--- config.mk ---
export PLATFORM = sky130hd
export DESIGN_NAME = psc_cond
export DESIGN_NICKNAME = d
export VERILOG_FILES = /design/src/assert_macros.svh /design/src/psc_pkg.sv /design/src/psc_cond.sv
export SDC_FILE = /design/constraint.sdc
export NUM_CORES = 2
export LEC_CHECK = 0
export BUFFER_PORTS_ARGS = -buffer_cell sky130_fd_sc_hd__clkbuf_2
export CAP_MARGIN = 5
export CORE_UTILIZATION = 60
export DETAILED_ROUTE_END_ITERATION = 8
export PLACE_DENSITY = 0.78
export SLEW_MARGIN = 5
export SYNTH_ARGS = -nofsm -noshare
export SYNTH_HDL_FRONTEND = slang
export SYNTH_SLANG_ARGS = --single-unit
--- constraint.sdc ---
create_clock -name clk -period 15.8 [get_ports clk]
set_input_delay 1.58 -clock clk [delete_from_list [all_inputs] [get_ports clk]]
set_output_delay 1.58 -clock clk [all_outputs]
set_load 0.05 [all_outputs]
--- src/assert_macros.svh ---
// Assertion helpers shared by the compositor modules.
// Each macro expects signals named clk and rst_n in the enclosing module.
`ifndef ASSERT_MACROS_SVH
`define ASSERT_MACROS_SVH

// Consequent must hold in the same cycle as the antecedent.
`define PSC_ASSERT_SAME(label, ante, cons, msg) \
  label: assert property (@(posedge clk) disable iff (!rst_n) (ante) |-> (cons)) \
    else $error(msg);

// Consequent must hold in the cycle after the antecedent.
`define PSC_ASSERT_NEXT(label, ante, cons, msg) \
  label: assert property (@(posedge clk) disable iff (!rst_n) (ante) |=> (cons)) \
    else $error(msg);

`endif

--- src/psc_pkg.sv ---
package psc_pkg;

  localparam int unsigned PERMILLE    = 1000;
  localparam int unsigned STR_MAX     = 2000;
  localparam int unsigned CHAN_MAX    = 255;
  localparam int unsigned NUM_CHAN    = 3;
  localparam int unsigned NUM_STAGES  = 9;
  localparam int unsigned STG_MEM     = 5;
  localparam int unsigned CFG_DATA_W  = 11;
  localparam int unsigned CFG_INDEX_W = 3;

  // Division by 1000 as a multiply by a rounded-up reciprocal. Exact for
  // every numerator below 2^28 / 544, which covers 255 * 1000.
  localparam int unsigned RECIP_SHIFT = 28;
  localparam int unsigned RECIP_MUL   = ((1 << RECIP_SHIFT) + PERMILLE - 1) / PERMILLE;

  localparam logic FUNC_PALETTE = 1'b0;
  localparam logic FUNC_PIXEL   = 1'b1;

  typedef logic [NUM_STAGES-1:0] stage_vec_t;

  typedef enum logic [CFG_INDEX_W-1:0] {
    REG_BRIGHTNESS,
    REG_RED_STR,
    REG_GREEN_STR,
    REG_BLUE_STR,
    REG_OPACITY,
    REG_ADD_MODE,
    REG_PAL_OFFSET
  } reg_idx_t;

  typedef enum logic [2:0] {
    MIX_NONE,
    MIX_ADD_LO,
    MIX_ADD_HI,
    MIX_COPY,
    MIX_BLEND
  } mix_t;

  typedef struct packed {
    logic [9:0]                    bright;
    logic [NUM_CHAN-1:0]           dark;
    logic [NUM_CHAN-1:0][9:0]      str_fac;
    logic [7:0]                    offset;
    mix_t                          mix;
    logic [9:0]                    op_a;
    logic [9:0]                    op_b;
  } cfg_t;

  typedef struct packed {
    logic                          func;
    logic                          transp;
    logic [7:0]                    addr;
    logic [NUM_CHAN-1:0][7:0]      dest;
  } meta_t;

  function automatic logic [7:0] div_permille(input logic [17:0] num);
    logic [36:0] prod;
    prod = 37'(num) * 37'(RECIP_MUL);
    return prod[RECIP_SHIFT +: 8];
  endfunction

endpackage

--- src/psc_cond.sv ---
module psc_cond (
  input  logic                  clk,
  input  psc_pkg::stage_vec_t   ld,
  input  psc_pkg::cfg_t         cfg,
  input  logic                  in_func,
  input  logic [7:0]            in_index,
  input  logic [7:0]            in_entry_red,
  input  logic [7:0]            in_entry_green,
  input  logic [7:0]            in_entry_blue,
  input  logic [7:0]            in_entry_alpha,
  input  logic [7:0]            in_dest_red,
  input  logic [7:0]            in_dest_green,
  input  logic [7:0]            in_dest_blue,
  output psc_pkg::meta_t        meta5,
  output logic [31:0]           entry5
);

  localparam int unsigned NC = psc_pkg::NUM_CHAN;

  psc_pkg::meta_t           meta_in;
  psc_pkg::meta_t           meta_r [5];
  logic [7:0]               alpha_r [4];
  logic [NC-1:0][7:0]       ch1_r;
  logic [NC-1:0][17:0]      prod_b, prod_b_r;
  logic [NC-1:0][7:0]       bv, bv3_r, bv4_r;
  logic [NC-1:0][7:0]       operand;
  logic [NC-1:0][17:0]      push_prod, push_r;
  logic [NC-1:0][7:0]       q, res;
  logic [31:0]              entry_r;

  // A palette write addresses the store directly; a pixel goes through the
  // palette offset.
  always_comb begin
    meta_in.func   = in_func;
    meta_in.transp = (in_index == 8'd0);
    meta_in.addr   = (in_func == psc_pkg::FUNC_PIXEL) ? in_index + cfg.offset : in_index;
    meta_in.dest   = {in_dest_blue, in_dest_green, in_dest_red};
  end

  always_comb begin
    for (int c = 0; c < NC; c++) begin
      prod_b[c]    = 18'(ch1_r[c]) * 18'(cfg.bright);
      bv[c]        = psc_pkg::div_permille(prod_b_r[c]);
      operand[c]   = cfg.dark[c] ? bv3_r[c] : 8'(psc_pkg::CHAN_MAX) - bv3_r[c];
      push_prod[c] = 18'(operand[c]) * 18'(cfg.str_fac[c]);
      q[c]         = psc_pkg::div_permille(push_r[c]);
      res[c]       = cfg.dark[c] ? bv4_r[c] - q[c] : bv4_r[c] + q[c];
    end
  end

  always_ff @(posedge clk) begin
    if (ld[0]) begin
      meta_r[0]  <= meta_in;
      alpha_r[0] <= in_entry_alpha;
      ch1_r      <= {in_entry_blue, in_entry_green, in_entry_red};
    end
    for (int k = 1; k < 5; k++) begin
      if (ld[k]) begin
        meta_r[k] <= meta_r[k-1];
      end
    end
    for (int k = 1; k < 4; k++) begin
      if (ld[k]) begin
        alpha_r[k] <= alpha_r[k-1];
      end
    end
    if (ld[1]) begin
      prod_b_r <= prod_b;
    end
    if (ld[2]) begin
      bv3_r <= bv;
    end
    if (ld[3]) begin
      bv4_r  <= bv3_r;
      push_r <= push_prod;
    end
    if (ld[4]) begin
      entry_r <= {res[0], res[1], res[2], alpha_r[3]};
    end
  end

  assign meta5  = meta_r[4];
  assign entry5 = entry_r;

endmodule

Word-level counts from Yosys, hierarchy flattened

Memories as Yosys holds them, arrays and structs flattened. A register that Yosys moved wholly into a read port is not among the register bits.
Index checks and enable logic that the tools add are counted.

Bits in latches: 0
Memories: 2
Bits in registers: 212
Bits in writable memories: 202
Input bits: 149
Output and inout bits: 66
Logic and storage cells: 58
ROM bits: 0

Memories:

| name    | depth | width | read ports | clocked after memory_dff | wr ports | line           | text |
|---|---|---|---|---|---|---|---|
| meta_r  | 5     | 34    | 5          | 0                        | 5        | psc_cond.sv:21 | `psc_pkg::meta_t meta_r [5];` |
| alpha_r | 4     | 8     | 4          | 1                        | 4        | psc_cond.sv:22 | `logic [7:0] alpha_r [4];` |

$add $sub $neg: 10
$lt $le $gt $ge: 0
Multiply operators: 12
Div/mod/pow operators: 0
Equal/unequal tests: 0
Shifts and indexed selects: 0
Reduce and logical (&&, ||, !) cells: 1
Bitwise logic cells: 0
Muxes and demuxes: 17

Operators with widths:

| kind                     | number |
|---|---|
| $mul A18 B17 Y34 const B | 6 |
| $mul A8 B10 Y18          | 6 |
| $mux W8                  | 7 |
| $add A8 B8 Y8            | 4 |
| $sub A8 B8 Y8            | 3 |
| $sub A8 B8 Y8 const A    | 3 |
| $mux W1                  | 10 |
| $logic_not A8 Y1         | 1 |

Depth between registers and ports, before layout

Depth in word-level cells: 3
Gate-level depth with buffers: 32
Mapped depth without buffers: 32

Worst setup path after synthesis

Ideal clock, no wire load.

Path kind: input port to flip-flop
From: input cfg[62] (netlist bit)
To: register push_r[35] (netlist bit), data pin
Required time: 15,534 ps
Path slack: 8,935 ps
Data arrival time: 6,600 ps
Library setup time: 266 ps
Cell stages on the path: 21
Buffers on the path: 2
Cells stage by stage: clkbuf_1 -> buf_1 -> xnor2_1 -> and2_1 -> fa_1 -> fa_1 -> inv_1 -> fa_1 -> inv_1 -> fa_1 -> ha_1 -> o21ai_0 -> a21boi_0 -> o21ai_0 -> a21boi_0 -> o21ai_0 -> a21boi_0 -> o21ai_0 -> a221oi_1 -> and4_1 -> nor3_1

RTL lines:

| element              | line           | text |
|---|---|---|
| start, declared      | psc_cond.sv:4  | `input psc_pkg::cfg_t cfg,` |
| end signal, assigned | psc_cond.sv:75 | `push_r <= push_prod;` |
| end, declared        | psc_cond.sv:27 | `logic [NC-1:0][17:0] push_prod, push_r;` |

==> summary by stage <==
Clock tree
The clock-pin transition on the worst setup and hold timing paths is 0.06 ns. The count of buffers added by post-CTS timing repair for setup is 0. In this run the clock root is driven by a clkbuf_16. The count of hold buffers inserted by post-cts repair is 0. The clock tree from TritonCTS is done. The tree built by TritonCTS fans out to 414 sinks. The number of buffers inserted during clock tree synthesis is 47. The count of instances resized after the clock tree is built is 0. The number of H-tree branching levels is 2.

The clock passes through at most 3 buffers. The clock reaches the later pin of the worst-skew pair after 0.60 ns.

Global route
The wire length of the first global-routing pass is 166000 um. The met1 global-route usage is 30.0%. The number of global-route vias before repair is 34700.

Global routing consumed, on the met3 layer, 2.21% of the routing resources. Global routing finished with a remaining overflow of 0. The largest net degree at the start of global routing is 71. In this run the most used layer during global routing was met2. The number of antenna violations at the first check in global routing is 3. The overall fraction of global-route tracks in use is 24.0%. For this run, global-route usage on met2 was measured as 44.1%.

Setup path
For this run, the slowest stage of the critical path takes 0.74 ns. The capturing point of the worst reg2reg path is entry5[23]. The depth of the worst register-to-register path is 32. Setup slack on the worst reg-to-reg path comes out at 7.56 ns.

For the worst setup path, the data arrival time is 8.57 ns. The worst setup path category is reg -> reg. The timing startpoint of the critical path is push_r[24]. The launching element type of the critical path is a flip-flop. The source of the worst register-to-register timing path is push_r[24]. The biggest fanout along the worst timing path is 7. The endpoint type of the worst setup path is a flip-flop. On the critical path, the stage with the largest delay is an instance of nor4_1. The library cell appearing most often on the critical path is inv_1. The critical path data required time is 16.13 ns.

Timing
On the final layout, the worst clock skew is 0.0199 ns. The clock period minus final worst setup slack is 8.24 ns. The normalized max-slew margin is 18.2%. Based on the critical path, the design can be clocked at up to 121 MHz. The worst path uses 52.2% of the clock period. The final count of pins violating max slew is 0. At the pin with the least slew margin, the transition time is 1.20 ns. Setup repair after global routing left no endpoint under its margin.

The final count of hold timing violations is 0. The total negative setup slack is 0 ns. The number of setup violations in the final report is 0.

Yosys
The synthesized area is 50500 um^2. In the synthesized netlist the async set-or-reset flop fraction comes to 0%. The cell with the most instances after synthesis is ha_1. The net count after synthesis is 6450.

Among all flip-flop cells after synthesis, the most frequent one is edfxtp_1. The post-synthesis average cell area is 11.0 um^2. The share of synthesized area in the top cell type comes to 27.8%. The part of the Yosys area used for sequential elements is 24.6%. Ranked by total cell area, the synthesized netlist is headed by ha_1 28%, edfxtp_1 25%, fa_1 23%. The Yosys step of the flow raised 0 warnings. The count of flip-flops with a built-in enable after synthesis is 414. The post-synthesis cell type with the largest combined area is ha_1. After synthesis, the most frequently instantiated cells are 1123 x ha_1, 1018 x inv_1, 568 x fa_1, 414 x edfxtp_1, 312 x nand2_1. The count of distinct cell types in the synthesized netlist is 80. The synthesized design contains 414 register bits.

The instance count of the mapped netlist is 4610.

Routing
The ratio of routed vias to standard cells is 5.45. The wire length per cell is 16.6 um. The count of routing violations after the opening detailed-route iteration is 1457. The routed design has 97900 um of wire. The number of vias after detailed routing is 32100.

The DRC violations left is 0. The count of TritonRoute iterations in the first routing pass is 5. The number of antenna-violating nets in the routed design is 0.

Floorplan
The region available for standard cell placement spans 83400 um^2. The number of standard-cell rows in the floorplan is 106. The starting density of the core is 60.5%. The die covers 85300 um^2. The floorplan step set the die height to 292 um. During I/O placement, the number of pins put on the boundary was 215. Measured along the x axis, the die boundary spans 292 um.

Hold path
The type of the most critical hold path is reg -> reg. The worst hold path begins at meta_r[0][96]. For hold timing, the worst endpoint is meta_r[0][130].

The cell depth of the worst min-delay path is 0.

Outcome
The run finished with clean final reports.

Place
The post-placement cell area is 52400 um^2. The post-detailed-placement half-perimeter wirelength is 78300 um. Routability-driven placement finished with a final weighted congestion of 0.860.

The number of buffers added on ports is 187.

Flow run
The reported max-cap violation count is 0.

Cells and area
The layout net count is 6615. The share of final-layout standard cells stronger than drive strength 1 is 6.36%. From synthesis to final layout, the design area changed by 6.89%. The area of all placed cells without fillers is 54000 um^2.
[cells in the final DEF, fill, tap and decap left out, drive strengths merged, types with 31 or more instances in the layout]
master and count:
nor3 32, inv 1024, and2 262, xor2 36, ha 1123, edfxtp 414
fa 568, a21oi 105, nand2 313, o21ai 94, xnor2 123, clkbuf 241
nor2 106, a21o 31
[cell families (layout without fill, tap and decap cells)]
| logic type | after synthesis | in the layout | share of synthesized area, % |
|---|---|---|---|
| AO/OA/AOI/OAI | 391 | 391 | 5.23 |
| buffers and inverters | 1100 | 1303 | 8.43 |
| flip-flops | 414 | 414 | 24.6 |
| adder cells (fa/ha/maj) | 1691 | 1691 | 50.3 |
| multiplexers | 9 | 9 | 0.196 |
| AND/OR/NAND/NOR | 846 | 846 | 8.41 |
| other | 0 | 2 | 0 |
| XOR/XNOR | 159 | 159 | 2.76 |
[state kept, by name (all words and copies together), names as in the netlist]
name      cells
push_r       54
ch1_r        24
meta_r      170
prod_b_r     54
bv4_r        24
alpha_r      32
entry5       32
bv3_r        24
[worst max-delay path, delay by kind of cell, from the launching register on]
kind,cells,cell delay (ns)
adders and majority gates,9,3.36
DFF,1,0.55
xor gates and xnor gates,5,0.80
AOI/OAI and AO/OA,8,1.85
and+or+nand+nor,4,1.06
buffers and inverters,6,0.35
[layer usage]
layer / up-vias / routed length, um
met5: - / 0
li1: 15400 / -
met4: 0 / 2470
met3: 162 / 3730
met1: 16000 / 41200
met2: 561 / 50500
[worst max path at each step]
stage	end	slack (ns)
finish	entry5[23]	7.56
global route	entry5[23]	7.15
CTS	entry5[23]	7.58
detailed placement	entry5[23]	7.62
global placement	entry5[23]	7.82
floorplan	push_r[35]	8.93
[per-stage QoR]
| step | hold slack (ns) | setup WS [ns] | std cells | utilization [%] |
|---|---|---|---|---|
| detailed placement | 0.405 | 7.62 | 5806 | 62.9 |
| floorplan | 0.400 | 8.93 | 4610 | - |
| finish | 0.413 | 7.56 | 5895 | 64.7 |
| CTS | 0.411 | 7.58 | 5893 | 64.7 |
| global route | 0.420 | 7.15 | 5895 | 64.7 |
| global placement | 0.400 | 7.82 | 5806 | 62.9 |
[area by class of cell]
cell class,instances,area [um^2]
multi-input cells,3096,33800
fillers,6284,29400
flip-flops and latches,414,12400
inverters,1018,3820
well taps,1080,1350
clock buffers,59,1240
repair buffers,198,1030
clock inverters,28,289
diodes,2,5.00
Power is not shown: default switching activity piles up to over one toggle a cycle in this logic, so the estimate is an artifact.
