[src/assert_macros.svh]
// Assertion helpers shared by the compositor modules.
// Each macro expects signals named clk and rst_n in the enclosing module.
`ifndef ASSERT_MACROS_SVH
`define ASSERT_MACROS_SVH

// Consequent must hold in the same cycle as the antecedent.
`define PSC_ASSERT_SAME(label, ante, cons, msg) \
  label: assert property (@(posedge clk) disable iff (!rst_n) (ante) |-> (cons)) \
    else $error(msg);

// Consequent must hold in the cycle after the antecedent.
`define PSC_ASSERT_NEXT(label, ante, cons, msg) \
  label: assert property (@(posedge clk) disable iff (!rst_n) (ante) |=> (cons)) \
    else $error(msg);

`endif

[src/psc_pkg.sv]
package psc_pkg;

  localparam int unsigned PERMILLE    = 1000;
  localparam int unsigned STR_MAX     = 2000;
  localparam int unsigned CHAN_MAX    = 255;
  localparam int unsigned NUM_CHAN    = 3;
  localparam int unsigned NUM_STAGES  = 9;
  localparam int unsigned STG_MEM     = 5;
  localparam int unsigned CFG_DATA_W  = 11;
  localparam int unsigned CFG_INDEX_W = 3;

  // Division by 1000 as a multiply by a rounded-up reciprocal. Exact for
  // every numerator below 2^28 / 544, which covers 255 * 1000.
  localparam int unsigned RECIP_SHIFT = 28;
  localparam int unsigned RECIP_MUL   = ((1 << RECIP_SHIFT) + PERMILLE - 1) / PERMILLE;

  localparam logic FUNC_PALETTE = 1'b0;
  localparam logic FUNC_PIXEL   = 1'b1;

  typedef logic [NUM_STAGES-1:0] stage_vec_t;

  typedef enum logic [CFG_INDEX_W-1:0] {
    REG_BRIGHTNESS,
    REG_RED_STR,
    REG_GREEN_STR,
    REG_BLUE_STR,
    REG_OPACITY,
    REG_ADD_MODE,
    REG_PAL_OFFSET
  } reg_idx_t;

  typedef enum logic [2:0] {
    MIX_NONE,
    MIX_ADD_LO,
    MIX_ADD_HI,
    MIX_COPY,
    MIX_BLEND
  } mix_t;

  typedef struct packed {
    logic [9:0]                    bright;
    logic [NUM_CHAN-1:0]           dark;
    logic [NUM_CHAN-1:0][9:0]      str_fac;
    logic [7:0]                    offset;
    mix_t                          mix;
    logic [9:0]                    op_a;
    logic [9:0]                    op_b;
  } cfg_t;

  typedef struct packed {
    logic                          func;
    logic                          transp;
    logic [7:0]                    addr;
    logic [NUM_CHAN-1:0][7:0]      dest;
  } meta_t;

  function automatic logic [7:0] div_permille(input logic [17:0] num);
    logic [36:0] prod;
    prod = 37'(num) * 37'(RECIP_MUL);
    return prod[RECIP_SHIFT +: 8];
  endfunction

endpackage

[src/psc_blend.sv]
`include "assert_macros.svh"

module psc_blend (
  input  logic                  clk,
  input  logic                  rst_n,
  input  psc_pkg::stage_vec_t   ld,
  input  psc_pkg::cfg_t         cfg,
  input  psc_pkg::meta_t        meta5,
  input  logic [31:0]           rdata,
  output logic                  out_write_enable,
  output logic [7:0]            out_red,
  output logic [7:0]            out_green,
  output logic [7:0]            out_blue,
  output logic [7:0]            out_alpha
);

  localparam int unsigned NC = psc_pkg::NUM_CHAN;

  psc_pkg::meta_t          meta6_r;
  psc_pkg::mix_t           mix6, mix7_r, mix8_r;
  logic [NC-1:0][7:0]      src6;
  logic [NC-1:0][17:0]     num6, num7_r;
  logic [NC-1:0][7:0]      src7_r, dest7_r, src8_r, dest8_r, q8;
  logic [7:0]              sa7_r, sa8_r;
  logic [NC-1:0][7:0]      q8_r;
  logic [NC-1:0][9:0]      sum;
  logic [NC-1:0][7:0]      res;
  logic                    we;
  logic [7:0]              alpha;
  logic                    we_r;
  logic [NC-1:0][7:0]      col_r;
  logic [7:0]              alpha_r;

  always_comb begin
    src6 = {rdata[15:8], rdata[23:16], rdata[31:24]};
    if (meta6_r.func == psc_pkg::FUNC_PALETTE || meta6_r.transp) begin
      mix6 = psc_pkg::MIX_NONE;
    end else begin
      mix6 = cfg.mix;
    end
    for (int c = 0; c < NC; c++) begin
      case (mix6)
        psc_pkg::MIX_ADD_LO: num6[c] = 18'(src6[c]) * 18'(cfg.op_a);
        psc_pkg::MIX_ADD_HI: num6[c] = 18'(8'(psc_pkg::CHAN_MAX) - src6[c]) * 18'(cfg.op_a);
        psc_pkg::MIX_BLEND:  num6[c] = 18'(src6[c]) * 18'(cfg.op_a) +
                                       18'(meta6_r.dest[c]) * 18'(cfg.op_b);
        default:             num6[c] = 18'd0;
      endcase
    end
  end

  always_comb begin
    for (int c = 0; c < NC; c++) begin
      q8[c] = psc_pkg::div_permille(num7_r[c]);
    end
  end

  // Final select, with saturation at full scale in the additive modes.
  always_comb begin
    we    = 1'b1;
    alpha = 8'(psc_pkg::CHAN_MAX);
    for (int c = 0; c < NC; c++) begin
      sum[c] = 10'(dest8_r[c]) + 10'(q8_r[c]);
      if (mix8_r == psc_pkg::MIX_ADD_HI) begin
        sum[c] = sum[c] + 10'(src8_r[c]);
      end
      case (mix8_r) inside
        psc_pkg::MIX_ADD_LO, psc_pkg::MIX_ADD_HI: begin
          res[c] = (sum[c] > 10'(psc_pkg::CHAN_MAX)) ? 8'(psc_pkg::CHAN_MAX) : sum[c][7:0];
        end
        psc_pkg::MIX_COPY:  res[c] = src8_r[c];
        psc_pkg::MIX_BLEND: res[c] = q8_r[c];
        default:            res[c] = 8'd0;
      endcase
    end
    case (mix8_r)
      psc_pkg::MIX_COPY: alpha = sa8_r;
      psc_pkg::MIX_NONE: begin
        we    = 1'b0;
        alpha = 8'd0;
      end
      default: begin
      end
    endcase
  end

  always_ff @(posedge clk) begin
    if (ld[5]) begin
      meta6_r <= meta5;
    end
    if (ld[6]) begin
      mix7_r  <= mix6;
      num7_r  <= num6;
      src7_r  <= src6;
      sa7_r   <= rdata[7:0];
      dest7_r <= meta6_r.dest;
    end
    if (ld[7]) begin
      mix8_r  <= mix7_r;
      q8_r    <= q8;
      src8_r  <= src7_r;
      sa8_r   <= sa7_r;
      dest8_r <= dest7_r;
    end
    if (ld[8]) begin
      we_r    <= we;
      col_r   <= res;
      alpha_r <= alpha;
    end
  end

  assign out_write_enable = we_r;
  assign out_red          = col_r[0];
  assign out_green        = col_r[1];
  assign out_blue         = col_r[2];
  assign out_alpha        = alpha_r;

  `PSC_ASSERT_NEXT(a_silent_zero, ld[8] && (mix8_r == psc_pkg::MIX_NONE), !out_write_enable && (out_red == 8'd0) && (out_alpha == 8'd0), "suppressed result carries data")

endmodule

[config.mk]
export PLATFORM = sky130hd
export DESIGN_NAME = psc_blend
export DESIGN_NICKNAME = d
export VERILOG_FILES = /design/src/psc_pkg.sv /design/src/psc_blend.sv
export VERILOG_INCLUDE_DIRS = /design/src /design/src/src
export SDC_FILE = /design/constraint.sdc
export NUM_CORES = 2
export LEC_CHECK = 0
export BUFFER_PORTS_ARGS = -buffer_cell sky130_fd_sc_hd__buf_2
export CAP_MARGIN = 30
export CORE_MARGIN = 3
export CORE_UTILIZATION = 55
export CTS_BUF_LIST = sky130_fd_sc_hd__clkbuf_2 sky130_fd_sc_hd__clkbuf_4 sky130_fd_sc_hd__clkbuf_8
export CTS_CLUSTER_SIZE = 28
export DETAILED_ROUTE_END_ITERATION = 6
export GPL_TIMING_DRIVEN = 0
export MAX_ROUTING_LAYER = met4
export PLACE_DENSITY = 0.72
export SYNTH_ARGS = -nofsm -noshare
export SYNTH_HDL_FRONTEND = slang
export SYNTH_SLANG_ARGS = --single-unit
[constraint.sdc]
create_clock -name clk -period 23.1 [get_ports clk]
set_input_delay 2.31 -clock clk [delete_from_list [all_inputs] [get_ports clk]]
set_output_delay 2.31 -clock clk [all_outputs]
set_load 0.05 [all_outputs]
# After elaboration in Yosys (flattened, before gate mapping)
# Cells that the tools add are included.
[classes]
addsub = 12
multipliers = 12
n_lt_le_gt_ge = 3
n_eq_ne = 7
n_mux = 21
n_bitwise = 1
reduce_logical = 3
[ops]
columns = ["cell", "count"]
rows = [
  ["$pmux W18 S3", 3],
  ["$mul A8 B10 Y18", 6],
  ["$mul A18 B17 Y34 const B", 3],
  ["$mux W8", 12],
  ["$add A18 B18 Y18", 3],
  ["$mul A9 B11 Y18", 3],
  ["$add A9 B8 Y10", 3],
  ["$gt A10 B8 Y1 const B", 3],
  ["$mux W10", 3],
  ["$add A8 B8 Y9", 3],
  ["$sub A8 B8 Y9 const A", 3],
  ["$pmux W8 S2", 1],
  ["$eq A3 B2 Y1 const B", 3],
  ["$eq A3 B1 Y1 const B", 2],
  ["$eq A3 B3 Y1 const B", 2],
  ["$logic_not A3 Y1", 1],
  ["$mux W3", 1],
  ["$reduce_or A2 Y1", 1],
  ["$logic_or A1 B1 Y1", 1],
  ["$mux W1", 1],
  ["$not A1 Y1", 1],
]
[word_totals]
ff_bits = 255
inputBits = 151
elab_cells = 91

# Longest topological paths before layout
[logic_depth]
depth_word = 6
depth_mapped = 31
mapped_depth_nobuf = 29

# Worst setup path after synthesis
# No wires, ideal clock.
[synth_path]
path_kind = "input -> register"
from = "in cfg[15] (netlist name)"
to = "reg num7_r[17] (netlist name) (data pin)"
arrival_time_ns = 9.483
required_time_ns = 22.825
path_slack_ns = 13.342
path_stages = 29
n_path_buf = 2
path_cell_list = "clkbuf_1 > clkbuf_1 > nand2_1 > fa_1 > fa_1 > inv_1 > fa_1 > inv_1 > fa_1 > inv_1 > ha_1 > nand2_1 > o21ai_1 > nor2_1 > xnor2_1 > fa_1 > fa_1 > fa_1 > fa_1 > inv_1 > ha_1 > o21a_1 > o21ai_0 > nor3_1 > nor4b_1 > nor2_1 > a211oi_1 > xnor2_1 > o221ai_1"
[synth_rtl]
columns = ["item", "line", "rtl"]
rows = [
  ["from (decl)", "psc_blend.sv:7", "input psc_pkg::cfg_t cfg,"],
  ["to (signal assigned)", "psc_blend.sv:93", "num7_r <= num6;"],
  ["to (decl)", "psc_blend.sv:22", "logic [NC-1:0][17:0] num6, num7_r;"],
]

==> qor.csv <==
metric,value,unit
timing.max_cap.violations,0,
cell_class_contributing_the_biggest_share_of_worst_path_delay,adder cells,
max_clock_freq,91.0,MHz
critical_path_arrival,11330,ps
hpwl_after_detailed_placement,97.8,mm
core_area,82500,sq um
critical_path_slowest_stage_cell,sky130_fd_sc_hd__clkbuf_1,
asyncSetResetFlopFracSynth,0,
layout.nets,6465,
fp.dieArea,87200,sq um
post-route-period-util,0.476,
largest_stage_delay_on_the_critical_path,690,ps
placed_cell_area,48000,sq um
synthToLayoutAreaGrowth,6.19,%
layout-drive-gt1-share,0.0393,
worst_pin_slew,956,ps
detail_route.wirelength,117,mm
sink_count,255,
start_util,0.558,
worst_hold_slack,413,ps
ys_ff_latch,255,
worst-endpoint-required,23450,ps
syn_area,46100,sq um
synthesis.instances,4701,
worst_path_most_repeated_cell,sky130_fd_sc_hd__fa_1,
final-hold-violation-count,0,
detail_route.iter0.violations,2225,
synth-seq-area-share,0.166,
synth_flop_cell,sky130_fd_sc_hd__edfxtp_1,
die_h,295,microns
global_route.overflow_total,0,
ctsResizeCount,0,
fin_worst_skew,46.6,ps
worstPathBufferInverterCount,6,
route.detailed.drc,0,
yosysUniqueCellTypes,72,
maximum_number_of_pins_on_one_net_before_global_route_repair,101,
number_of_endpoints_failing_setup_at_the_final_stage,0,
synth_enable_flop_cells,255,
cts-hold-fix-buffers,0,
route.vias.total,33100,
cts_tree,done,
clk_pin_slew,60,ps
drt_pass1_iterations,7,
cts.repair_timing.setup_buffer_count,0,
grt_antenna_before_repair,16,
placement_rows,105,
first_pass_grt_wire_length,187,mm
clockBufferDepth,3,
place_congestion,0.927,
global_route.usage.total,0.285,
ys.warnings.count,0,
detail-route-antenna-nets,0,
avgRoutedWirePerCell,19.5,microns
floorplan.die.width,295,microns
worst-setup-path-type,input pin to register,
totalNegativeSetupSlack,0,ps
synth.area.top_cells,"sky130_fd_sc_hd__fa_1, sky130_fd_sc_hd__ha_1, sky130_fd_sc_hd__edfxtp_1",
ctsHtreeMaxLevel,2,
synth.most_common_cell,sky130_fd_sc_hd__inv_1,
numPlacedInstances,5883,
first_global_vias,34300,
finish.cell_count_without_fillers,5971,
cp-end-kind,register,
io_buffer_count,108,
synthesis.area_per_instance,9.80,sq um
cts.root.buffer_cell,sky130_fd_sc_hd__clkbuf_8,
synth_common_cells,"sky130_fd_sc_hd__inv_1, sky130_fd_sc_hd__ha_1, sky130_fd_sc_hd__fa_1",
synth_largest_type_area_fraction,0.273,
hp-class,register to register,
drt-vias-per-instance,5.54,
layout.cell_area.non_filler,48900,sq um
status,finished clean,
grt_setup_unrepaired,no,
cp-start-kind,input pin,
max_slew_violation_count,0,
cts_buffers,41,
clkLatencyLatePin,650,ps
synthDominantAreaCellType,sky130_fd_sc_hd__fa_1,
syn-num-nets,6310,
layout_min_cycle_time,10990,ps
boundaryPins,184,
cp_max_fo,10,
max-slew-margin-rel,0.363,
## layout make-up
type                            count  area (sq um)
Clock buffer                       52           647
Sequential cell                   255          7660
Antenna cell                       16          40.0
Tap cell                         1070          1340
Inverter                         1004          3770
Timing Repair Buffer              112           618
Clock inverter                     20           205
Fill cell                        7046         33600
Buffer                            171           642
Multi-Input combinational cell   3271         34000
## routing by layer
layer | wire, microns | vias up | track usage | part of all wire
met4 | 3770 | 0 | 0.0879 | 0.032
met3 | 9680 | 195 | 0.0505 | 0.083
li1 | - | 15500 | - | -
met5 | 0 | - | - | 0
met1 | 51500 | 16400 | 0.384 | 0.44
met2 | 51600 | 1096 | 0.440 | 0.44
## flip-flops by register name, summed over array words and instances, names as in the netlist
| name | cells |
|---|---|
| dest7_r | 24 |
| mix7_r | 3 |
| meta6_r | 26 |
| num7_r | 54 |
| out_write_enable | 1 |
| out_green | 8 |
| src8_r | 24 |
| sa8_r | 8 |
| out_alpha | 8 |
| q8_r | 24 |
| out_red | 8 |
| src7_r | 24 |
| dest8_r | 24 |
| out_blue | 8 |
| mix8_r | 3 |
| sa7_r | 8 |
## placed cells by master (no fill, tap or decap), types with 12 or more instances in the layout
cell | netlist | final
sky130_fd_sc_hd__a22oi_1 | 12 | 12
sky130_fd_sc_hd__and3_1 | 14 | 14
sky130_fd_sc_hd__a211oi_1 | 15 | 15
sky130_fd_sc_hd__fa_1 | 627 | 627
sky130_fd_sc_hd__o21ai_1 | 27 | 27
sky130_fd_sc_hd__ha_1 | 831 | 831
sky130_fd_sc_hd__xor2_1 | 67 | 67
sky130_fd_sc_hd__buf_2 | 0 | 106
sky130_fd_sc_hd__nor2b_1 | 148 | 148
sky130_fd_sc_hd__nand2b_1 | 116 | 116
sky130_fd_sc_hd__o21ai_0 | 98 | 98
sky130_fd_sc_hd__o21a_1 | 33 | 33
sky130_fd_sc_hd__diode_2 | 0 | 16
sky130_fd_sc_hd__a21oi_1 | 161 | 161
sky130_fd_sc_hd__inv_1 | 1003 | 1003
sky130_fd_sc_hd__clkbuf_8 | 0 | 41
sky130_fd_sc_hd__nand2_1 | 262 | 262
sky130_fd_sc_hd__or3_1 | 15 | 15
sky130_fd_sc_hd__a31oi_1 | 42 | 42
sky130_fd_sc_hd__o221ai_1 | 21 | 21
sky130_fd_sc_hd__xnor2_1 | 93 | 93
sky130_fd_sc_hd__nor3_1 | 37 | 37
sky130_fd_sc_hd__clkbuf_1 | 171 | 171
sky130_fd_sc_hd__edfxtp_1 | 255 | 255
sky130_fd_sc_hd__and2_1 | 318 | 318
sky130_fd_sc_hd__o21bai_1 | 27 | 27
sky130_fd_sc_hd__nor2_1 | 89 | 89
sky130_fd_sc_hd__a21o_1 | 56 | 56
sky130_fd_sc_hd__nand3_1 | 23 | 23
## worst paths after layout
path / startpoint / slack [ps] / endpoint / cells after the start
worst max-delay path: cfg[10] / 12110 / num7_r[17] / 29
worst max register to register: num7_r[34] / 17300 / q8_r[15] / 18
worst min-delay path: dest7_r[5] / 410 / dest8_r[5] / 0
worst min register to register: dest7_r[5] / 410 / dest8_r[5] / 0
## metrics by stage
step / util / worst slack [ps]
after floorplan: - / 13340
after global placement: 0.581 / 11690
after detailed placement: 0.582 / 11650
after CTS: 0.592 / 12310
after global routing: 0.592 / 11820
final: 0.593 / 12110
## kinds of logic after synthesis
| family | after synthesis | share of synthesized area |
|---|---|---|
| DFF | 255 | 0.166 |
| adders and majority gates | 1458 | 0.498 |
| and+or+nand+nor | 1050 | 0.123 |
| xor gates and xnor gates | 162 | 0.0314 |
| buffers and inverters | 1175 | 0.0958 |
| muxes | 10 | 0.00228 |
| AOI/OAI and AO/OA | 591 | 0.0834 |
Power is left out: the tool's default activity adds up to more than one toggle a clock period on the data nets, which glitch-free logic cannot reach.
